[src/hw/rtl/drac_pkg.sv]
// Shared types and constants for the debounced ADC range classifier.
package drac_pkg;

  localparam int unsigned SAMPLE_W    = 16;
  localparam int unsigned RUN_W       = 8;
  localparam int unsigned CLASS_W     = 4;
  localparam int unsigned PAIR_W      = 64;
  localparam int unsigned CFG_IDX_W   = 3;

  localparam logic [CLASS_W-1:0]  CLASS_NONE      = 4'd8;
  localparam logic [SAMPLE_W-1:0] DISABLED_MIN    = 16'hFFFF;
  localparam logic [SAMPLE_W-1:0] RESET_THRESHOLD = 16'd20;
  localparam logic [RUN_W-1:0]    RESET_CONFIRM   = 8'd10;
  localparam logic [PAIR_W-1:0]   RESET_PAIR      = '1;

  typedef enum logic [CFG_IDX_W-1:0] {
    REG_RANGE_PAIR_0    = 3'd0,
    REG_RANGE_PAIR_1    = 3'd1,
    REG_RANGE_PAIR_2    = 3'd2,
    REG_RANGE_PAIR_3    = 3'd3,
    REG_TABLE_SELECTED  = 3'd4,
    REG_CHANGE_THRESHOLD = 3'd5,
    REG_CONFIRM_COUNT   = 3'd6
  } drac_reg_idx_t;

  typedef struct packed {
    logic                table_selected;
    logic [SAMPLE_W-1:0] change_threshold;
    logic [RUN_W-1:0]    confirm_count;
  } drac_cfg_t;

  typedef struct packed {
    logic               report;
    logic [CLASS_W-1:0] class_index;
  } drac_res_t;

endpackage

[src/hw/rtl/debounced_adc_range_classifier.sv]
// An accepted request passes from the input register to the result register.
// Throughput: one request per cycle while out_ready is high; the state update
// for one sample sits in the single stage between input and result registers.
// Reset (rst_n low, synchronous): windows disabled, table not selected,
// threshold 20, confirm count 10, accepted sample 0, run 0, class none.
// Top level of the debounced ADC range classifier.
module debounced_adc_range_classifier #(
  parameter int unsigned NUM_WINDOWS = 8
) (
  input  logic                                clk,
  input  logic                                rst_n,
  input  logic                                in_valid,
  output logic                                in_ready,
  input  logic [drac_pkg::SAMPLE_W-1:0]       in_adc_sample,
  output logic                                out_valid,
  input  logic                                out_ready,
  output logic                                out_report,
  output logic [drac_pkg::CLASS_W-1:0]        out_class_index,
  input  logic                                cfg_we,
  input  logic [drac_pkg::CFG_IDX_W-1:0]      cfg_index,
  input  logic [drac_pkg::PAIR_W-1:0]         cfg_wdata
);

  localparam int unsigned NUM_PAIRS = (NUM_WINDOWS + 1) / 2;

  logic [drac_pkg::PAIR_W-1:0]   pair_r [NUM_PAIRS];
  drac_pkg::drac_cfg_t           cfg_r;

  logic                          s1_valid_r;
  logic [drac_pkg::SAMPLE_W-1:0] s1_sample_r;
  logic                          out_valid_r;
  drac_pkg::drac_res_t           out_res_r;
  drac_pkg::drac_res_t           res;
  logic                          s1_adv;

  // configuration registers; unknown indexes drop
  always_ff @(posedge clk) begin
    if (!rst_n) begin
      for (int p = 0; p < NUM_PAIRS; p++) begin
        pair_r[p] <= drac_pkg::RESET_PAIR;
      end
      cfg_r.table_selected   <= 1'b0;
      cfg_r.change_threshold <= drac_pkg::RESET_THRESHOLD;
      cfg_r.confirm_count    <= drac_pkg::RESET_CONFIRM;
    end else if (cfg_we) begin
      for (int p = 0; p < NUM_PAIRS; p++) begin
        if (cfg_index == drac_pkg::CFG_IDX_W'(p)) begin
          pair_r[p] <= cfg_wdata;
        end
      end
      case (drac_pkg::drac_reg_idx_t'(cfg_index))
        drac_pkg::REG_TABLE_SELECTED:   cfg_r.table_selected   <= cfg_wdata[0];
        drac_pkg::REG_CHANGE_THRESHOLD: cfg_r.change_threshold <= cfg_wdata[15:0];
        drac_pkg::REG_CONFIRM_COUNT:    cfg_r.confirm_count    <= cfg_wdata[7:0];
        default: ;
      endcase
    end
  end

  assign s1_adv   = s1_valid_r && (!out_valid_r || out_ready);
  assign in_ready = !s1_valid_r || s1_adv;

  always_ff @(posedge clk) begin
    if (!rst_n) begin
      s1_valid_r <= 1'b0;
    end else if (in_ready) begin
      s1_valid_r <= in_valid;
    end
  end

  always_ff @(posedge clk) begin
    if (in_valid && in_ready) begin
      s1_sample_r <= in_adc_sample;
    end
  end

  drac_core #(
    .NUM_WINDOWS (NUM_WINDOWS),
    .NUM_PAIRS   (NUM_PAIRS)
  ) u_core (
    .clk        (clk),
    .rst_n      (rst_n),
    .step       (s1_adv),
    .sample     (s1_sample_r),
    .cfg        (cfg_r),
    .range_pair (pair_r),
    .res        (res)
  );

  // result register: hold until taken, advance when the stage drains
  always_ff @(posedge clk) begin
    if (!rst_n) begin
      out_valid_r <= 1'b0;
    end else if (s1_adv) begin
      out_valid_r <= 1'b1;
    end else if (out_ready) begin
      out_valid_r <= 1'b0;
    end
  end

  always_ff @(posedge clk) begin
    if (s1_adv) begin
      out_res_r <= res;
    end
  end

  assign out_valid       = out_valid_r;
  assign out_report      = out_res_r.report;
  assign out_class_index = out_res_r.class_index;

  a_no_overwrite: assert property (@(posedge clk) disable iff (!rst_n)
    out_valid_r && !out_ready |=> out_valid_r && $stable(out_res_r))
    else $error("pending result overwritten");

  a_stage_holds: assert property (@(posedge clk) disable iff (!rst_n)
    s1_valid_r && !s1_adv |=> s1_valid_r && $stable(s1_sample_r))
    else $error("input stage lost a request");

  a_class_range: assert property (@(posedge clk) disable iff (!rst_n)
    out_valid_r |-> out_res_r.class_index <= drac_pkg::CLASS_NONE)
    else $error("result class out of range");

endmodule

[src/hw/rtl/drac_classify.sv]
// Window classifier: lowest enabled window that holds the sample.
module drac_classify #(
  parameter int unsigned NUM_WINDOWS = 8,
  parameter int unsigned NUM_PAIRS   = (NUM_WINDOWS + 1) / 2
) (
  input  logic [drac_pkg::SAMPLE_W-1:0] sample,
  input  logic [drac_pkg::PAIR_W-1:0]   range_pair [NUM_PAIRS],
  output logic [drac_pkg::CLASS_W-1:0]  class_index
);

  logic [NUM_WINDOWS-1:0]        hit;
  logic [drac_pkg::SAMPLE_W-1:0] win_min [NUM_WINDOWS];
  logic [drac_pkg::SAMPLE_W-1:0] win_max [NUM_WINDOWS];

  always_comb begin
    for (int w = 0; w < NUM_WINDOWS; w++) begin
      if ((w % 2) == 1) begin
        win_min[w] = range_pair[w / 2][47:32];
        win_max[w] = range_pair[w / 2][63:48];
      end else begin
        win_min[w] = range_pair[w / 2][15:0];
        win_max[w] = range_pair[w / 2][31:16];
      end
      hit[w] = (win_min[w] != drac_pkg::DISABLED_MIN) &&
               (sample >= win_min[w]) && (sample <= win_max[w]);
    end
  end

  // lowest index wins: scan from the top down
  always_comb begin
    class_index = drac_pkg::CLASS_NONE;
    for (int w = NUM_WINDOWS - 1; w >= 0; w--) begin
      if (hit[w]) begin
        class_index = drac_pkg::CLASS_W'(w);
      end
    end
  end

endmodule

[src/hw/rtl/drac_core.sv]
// Debounce state, run counter, class tracking and lock.
module drac_core #(
  parameter int unsigned NUM_WINDOWS = 8,
  parameter int unsigned NUM_PAIRS   = (NUM_WINDOWS + 1) / 2
) (
  input  logic                          clk,
  input  logic                          rst_n,
  input  logic                          step,
  input  logic [drac_pkg::SAMPLE_W-1:0] sample,
  input  drac_pkg::drac_cfg_t           cfg,
  input  logic [drac_pkg::PAIR_W-1:0]   range_pair [NUM_PAIRS],
  output drac_pkg::drac_res_t           res
);

  logic [drac_pkg::SAMPLE_W-1:0] acc_r, acc_nxt;
  logic [drac_pkg::RUN_W-1:0]    run_r, run_nxt;
  logic [drac_pkg::CLASS_W-1:0]  class_r, class_nxt;

  logic [drac_pkg::CLASS_W-1:0]  new_class;
  logic [drac_pkg::SAMPLE_W:0]   delta;
  logic [drac_pkg::SAMPLE_W-1:0] diff;
  logic [drac_pkg::RUN_W-1:0]    run_inc;
  logic                          locked;
  logic                          report;

  drac_classify #(
    .NUM_WINDOWS (NUM_WINDOWS),
    .NUM_PAIRS   (NUM_PAIRS)
  ) u_classify (
    .sample      (sample),
    .range_pair  (range_pair),
    .class_index (new_class)
  );

  assign locked  = (class_r != drac_pkg::CLASS_NONE) && cfg.table_selected;
  assign delta   = {1'b0, sample} - {1'b0, acc_r};
  assign diff    = delta[drac_pkg::SAMPLE_W] ? (acc_r - sample) : delta[drac_pkg::SAMPLE_W-1:0];
  assign run_inc = run_r + 1'b1;

  always_comb begin
    acc_nxt   = acc_r;
    run_nxt   = run_r;
    class_nxt = class_r;
    report    = 1'b0;
    if (locked) begin
      report = 1'b1;
    end else if (diff > cfg.change_threshold) begin
      run_nxt = run_inc;
      // run reached the confirm count: take the sample and reclassify
      if (run_inc == cfg.confirm_count) begin
        run_nxt = '0;
        acc_nxt = sample;
        if (new_class != class_r) begin
          class_nxt = new_class;
          report    = 1'b1;
        end
      end
    end else begin
      run_nxt = '0;
    end
  end

  assign res.report      = report;
  assign res.class_index = class_nxt;

  always_ff @(posedge clk) begin
    if (!rst_n) begin
      acc_r   <= '0;
      run_r   <= '0;
      class_r <= drac_pkg::CLASS_NONE;
    end else if (step) begin
      acc_r   <= acc_nxt;
      run_r   <= run_nxt;
      class_r <= class_nxt;
    end
  end

  a_class_legal: assert property (@(posedge clk) disable iff (!rst_n)
    class_r <= drac_pkg::CLASS_NONE)
    else $error("class register out of range");

  a_lock_holds: assert property (@(posedge clk) disable iff (!rst_n)
    step && locked |=> $stable(class_r) && $stable(acc_r) && $stable(run_r))
    else $error("state moved while locked");

  a_idle_holds: assert property (@(posedge clk) disable iff (!rst_n)
    !step |=> $stable(class_r) && $stable(acc_r) && $stable(run_r))
    else $error("state moved without a request");

  a_accept_clears_run: assert property (@(posedge clk) disable iff (!rst_n)
    step && !locked && (acc_nxt != acc_r) |=> run_r == '0)
    else $error("run not cleared on acceptance");

endmodule

[config.mk]
export PLATFORM = sky130hd
export DESIGN_NAME = debounced_adc_range_classifier
export DESIGN_NICKNAME = d
export VERILOG_FILES = /design/src/hw/rtl/drac_pkg.sv /design/src/hw/rtl/debounced_adc_range_classifier.sv /design/src/hw/rtl/drac_classify.sv /design/src/hw/rtl/drac_core.sv
export SDC_FILE = /design/constraint.sdc
export NUM_CORES = 1
export LEC_CHECK = 0
export BUFFER_PORTS_ARGS = -buffer_cell sky130_fd_sc_hd__buf_4
export CAP_MARGIN = 20
export CORE_MARGIN = 5
export CORE_UTILIZATION = 50
export CTS_BUF_LIST = sky130_fd_sc_hd__clkbuf_4 sky130_fd_sc_hd__clkbuf_8
export DETAILED_ROUTE_END_ITERATION = 16
export HOLD_SLACK_MARGIN = 0.03
export PLACE_DENSITY = 0.78
export SLEW_MARGIN = 0
export SYNTH_ARGS = -nofsm -noshare
export SYNTH_HDL_FRONTEND = slang
export SYNTH_HIERARCHICAL = 1
export SYNTH_SLANG_ARGS = --single-unit
[constraint.sdc]
create_clock -name clk -period 5.2 [get_ports clk]
set_input_delay 0.26 -clock clk [delete_from_list [all_inputs] [get_ports clk]]
set_output_delay 0.26 -clock clk [all_outputs]
set_load 0.005 [all_outputs]
==> results.sh <==
export IMPL_max_cap_violations=0
export IMPL_grt_pass1_vias=18332
export IMPL_outcome="completed"
export IMPL_dieHeight_microns=220.1
export IMPL_hold_depth=3
export IMPL_postSynth_asyncResetShare_pct=0
export IMPL_cp_max_fo=6
export IMPL_final_common_cell="nor2b_1"
export IMPL_hold_end="cfg_r[12]$_SDFFE_PN1P_"
export IMPL_period_minus_slack_ns=5.017
export IMPL_layout_common_cells="338 x nor2b_1, 313 x mux2i_1, 311 x dfxtp_1"
export IMPL_worstPathArrival_ns=5.41
export IMPL_ys_ff_latch=332
export IMPL_synth_xor_area_share_pct=1.026
export IMPL_final_hold_violation_count=0
export IMPL_syn_inst=2429
export IMPL_ys_seq_area_share_pct=31.06
export IMPL_fin_util_pct=58.38
export IMPL_reg2reg_depth=20
export IMPL_synth_simple_area_share_pct=19.04
export IMPL_pin_count=95
export IMPL_power_density_nw_per_um2=246.8
export IMPL_viasPerCell=5.582
export IMPL_setup_worst_path_start="s1_sample_r[0]$_DFFE_PP_"
export IMPL_vias=18136
export IMPL_cts_tree="built"
export IMPL_htree_num_levels=2
export IMPL_r2r_end="out_class_index[1]$_DFFE_PP_"
export IMPL_insertion_delay_ns=0.68
export IMPL_cts_buffers=57
export IMPL_post_synth_num_cell_types=80
export IMPL_initial_utilization_pct=50.25
export IMPL_syn_area_sq_um=22080
export IMPL_wl_met2_microns=27890
export IMPL_endpoint_kind="flip-flop"
export IMPL_wl_per_cell_microns=18.46
export IMPL_grt_max_degree=161
export IMPL_met3_length_microns=3840
export IMPL_drc=0
export IMPL_die_x_microns=220.1
export IMPL_overflow=0
export IMPL_worst_setup_path_type="reg -> reg"
export IMPL_dr_first_iter_drc_count=1400
export IMPL_grt_total_usage_pct=24.19
export IMPL_period_share_pct=96.47
export IMPL_antenna_left=0
export IMPL_r2r_slack_ns=0.18
export IMPL_place_hpwl_microns=41630
export IMPL_clock_skew_ns=0.03557
export IMPL_area_growth_pct=16.17
export IMPL_power_static_leakage_uw=0.01414
export IMPL_finalWirelength_microns=59990
export IMPL_holdCritPathClass="in -> reg"
export IMPL_worst_slew_pin_slew_ns=1.052
export IMPL_antenna_found_initial=0
export IMPL_syn_area_per_cell_sq_um=9.089
export IMPL_drt_pass1_iterations=6
export IMPL_hold_slack_ns=0.07888
export IMPL_ir_drop_uv=224.5
export IMPL_r2r_start="s1_sample_r[0]$_DFFE_PP_"
export IMPL_core_sq_um=43930
export IMPL_portBuffers=94
export IMPL_synthAdderAreaFrac_pct=17.41
export IMPL_synth_top_family_by_area="simple AND/OR/NAND/NOR gates"
export IMPL_synth_compound_area_share_pct=9.238
export IMPL_die_area_sq_um=48460
export IMPL_min_from="cfg_we"
export IMPL_critPathLaunchType="flip-flop"
export IMPL_synth_edff_count=21
export IMPL_place_gp_congestion=0.8986
export IMPL_maxSlewViolCount=0
export IMPL_critPathRequiredTime_ns=5.60
export IMPL_wl_met1_microns=26250
export IMPL_slew_headroom_pct=29.85
export IMPL_diodes=0
export IMPL_final_nets=3003
export IMPL_syn_nets=2823
export IMPL_cts_root_buffer="clkbuf_8"
export IMPL_finalNonFillerCells=3249
export IMPL_highest_layer="met4"
export IMPL_place_inst=3049
export IMPL_row_count=77
export IMPL_drive_above_1_share_pct=10.35
export IMPL_muxShareOfSynthArea_pct=14.62
export IMPL_cts_sinks=332
export IMPL_ys_warn_count=6
export IMPL_fmax_mhz=199.3
export IMPL_cts_buffer_depth=3
export IMPL_cts_reportedPaths_clkPinSlew_ns=0.06
export IMPL_grt_pass1_wl_microns=94910
export IMPL_setup_violations=0
export IMPL_synthFlopType="dfxtp_1"
==> cells by family after synthesis <==
kind of cell | Yosys count
AND/OR/NAND/NOR | 732
buffers and inverters | 410
flip-flops | 332
multiplexers | 320
adder cells (fa/ha/maj) | 306
AO/OA/AOI/OAI | 304
XOR/XNOR | 25
==> worst max path at each step <==
stage / depth (start not counted) / end / slack, ns
3_5_place_dp: 20 / out_class_index[1]$_DFFE_PP_ / 0.007
6_report: 20 / out_class_index[1]$_DFFE_PP_ / 0.18
3_3_place_gp: 20 / out_class_index[2]$_DFFE_PP_ / 0.20
4_1_cts: 20 / out_class_index[1]$_DFFE_PP_ / 0.06
2_1_floorplan: 20 / out_class_index[0]$_DFFE_PP_ / 0.25
5_1_grt: 20 / out_class_index[1]$_DFFE_PP_ / -0.02
==> state kept, by name, indices dropped and copies added (netlist names) <==
name / cells
u_core/run_r: 8
s1_sample_r: 16
out_valid: 1
u_core/acc_r: 16
out_class_index: 4
cfg_r: 25
u_core/class_r: 4
s1_valid_r: 1
pair_r: 256
out_report: 1
==> through the flow <==
step | setup slack (ns) | setup TNS (ns) | total power [uW] | cell area, sq um
after floorplan | 0.2489 | 0 | 3259 | 22080
after global placement | 0.2045 | 0 | 3516 | 23340
after detailed placement | 0.006777 | 0 | 3552 | 23370
after CTS | 0.06240 | 0 | 6357 | 25580
after global routing | -0.02473 | -0.08510 | 6585 | 25650
final | 0.1834 | 0 | 6328 | 25650
==> synth_stat cells, types with 5 or more instances <==
| master | n | area [sq um] |
|---|---|---|
| a211o_1 | 6 | 52.55 |
| a211oi_1 | 16 | 120.1 |
| a21o_1 | 37 | 277.8 |
| a21oi_1 | 99 | 495.5 |
| a221oi_1 | 9 | 78.83 |
| a31oi_1 | 6 | 37.54 |
| and2_1 | 7 | 43.79 |
| and3_1 | 9 | 56.30 |
| and4_1 | 8 | 70.07 |
| buf_2 | 27 | 135.1 |
| buf_4 | 10 | 75.07 |
| buf_6 | 9 | 101.4 |
| clkbuf_1 | 55 | 206.5 |
| dfxtp_1 | 311 | 6226 |
| edfxtp_1 | 21 | 630.6 |
| ha_1 | 304 | 3804 |
| inv_1 | 306 | 1149 |
| mux2i_1 | 313 | 3133 |
| nand2_1 | 133 | 499.2 |
| nand2b_1 | 10 | 62.56 |
| nand3_1 | 31 | 155.2 |
| nand4_1 | 73 | 456.7 |
| nand4b_1 | 5 | 43.79 |
| nor2_1 | 41 | 153.9 |
| nor2b_1 | 338 | 2115 |
| nor3_1 | 19 | 95.09 |
| nor4_1 | 19 | 118.9 |
| o2111ai_1 | 11 | 96.34 |
| o211ai_1 | 14 | 105.1 |
| o21a_1 | 15 | 112.6 |
| o21ai_0 | 43 | 215.2 |
| or3_1 | 7 | 43.79 |
| or4_1 | 5 | 37.54 |
| xnor2_1 | 11 | 96.34 |
| xor2_1 | 13 | 113.9 |
==> worst max-delay path, stage by stage (launching register included) <==
cell and delay, ns:
edfxtp_1 0.44, inv_1 0.09, ha_1 0.18, inv_1 0.06, fa_1 0.42, a21oi_2 0.23
o2111ai_2 0.19, a31oi_2 0.30, o211ai_2 0.15, a41oi_4 0.38, buf_6 0.18, mux2i_1 0.23
xor2_1 0.10, ha_1 0.20, a21o_1 0.18, a21o_1 0.17, a21oi_1 0.16, o21ai_0 0.10
a221o_1 0.40, and4b_2 0.28, mux2_4 0.32
==> what timing repair did <==
| item | in CTS | in global routing |
|---|---|---|
| gates cloned | 0 | 0 |
| gates resized for setup | 1 | 4 |
| pin swaps | 0 | 4 |
| buffers inserted | 0 | 7 |
| setup endpoints to repair | 2 | 25 |
| endpoints found under the hold margin | 293 | 0 |
| hold buffers | 86 | 0 |
==> where the power goes <==
| group | leakage, uW | internal (uW) | switching [uW] |
|---|---|---|---|
| combinational | 0.0107 | 396 | 503 |
| sequential | 0.00273 | 2630 | 43.0 |
| clock | 0.000714 | 1590 | 1170 |
| total | 0.0141 | 4620 | 1710 |
==> layer usage <==
layer,GRT usage [%],vias up
met4,8.467,0
met1,31.62,8658
met2,40.48,578
met5,0,-
li1,-,8753
met3,4.149,147
==> area by class of cell <==
cell class / instances / area [sq um]
fill: 3776 / 18290
multi-input combinational: 1687 / 13610
timing repair buffer: 223 / 1937
clock inverter: 15 / 162.7
tap: 592 / 740.7
clock buffer: 92 / 1179
inverter: 308 / 1156
sequential: 332 / 6857
No activity file was read; power rests on OpenSTA's default activity.
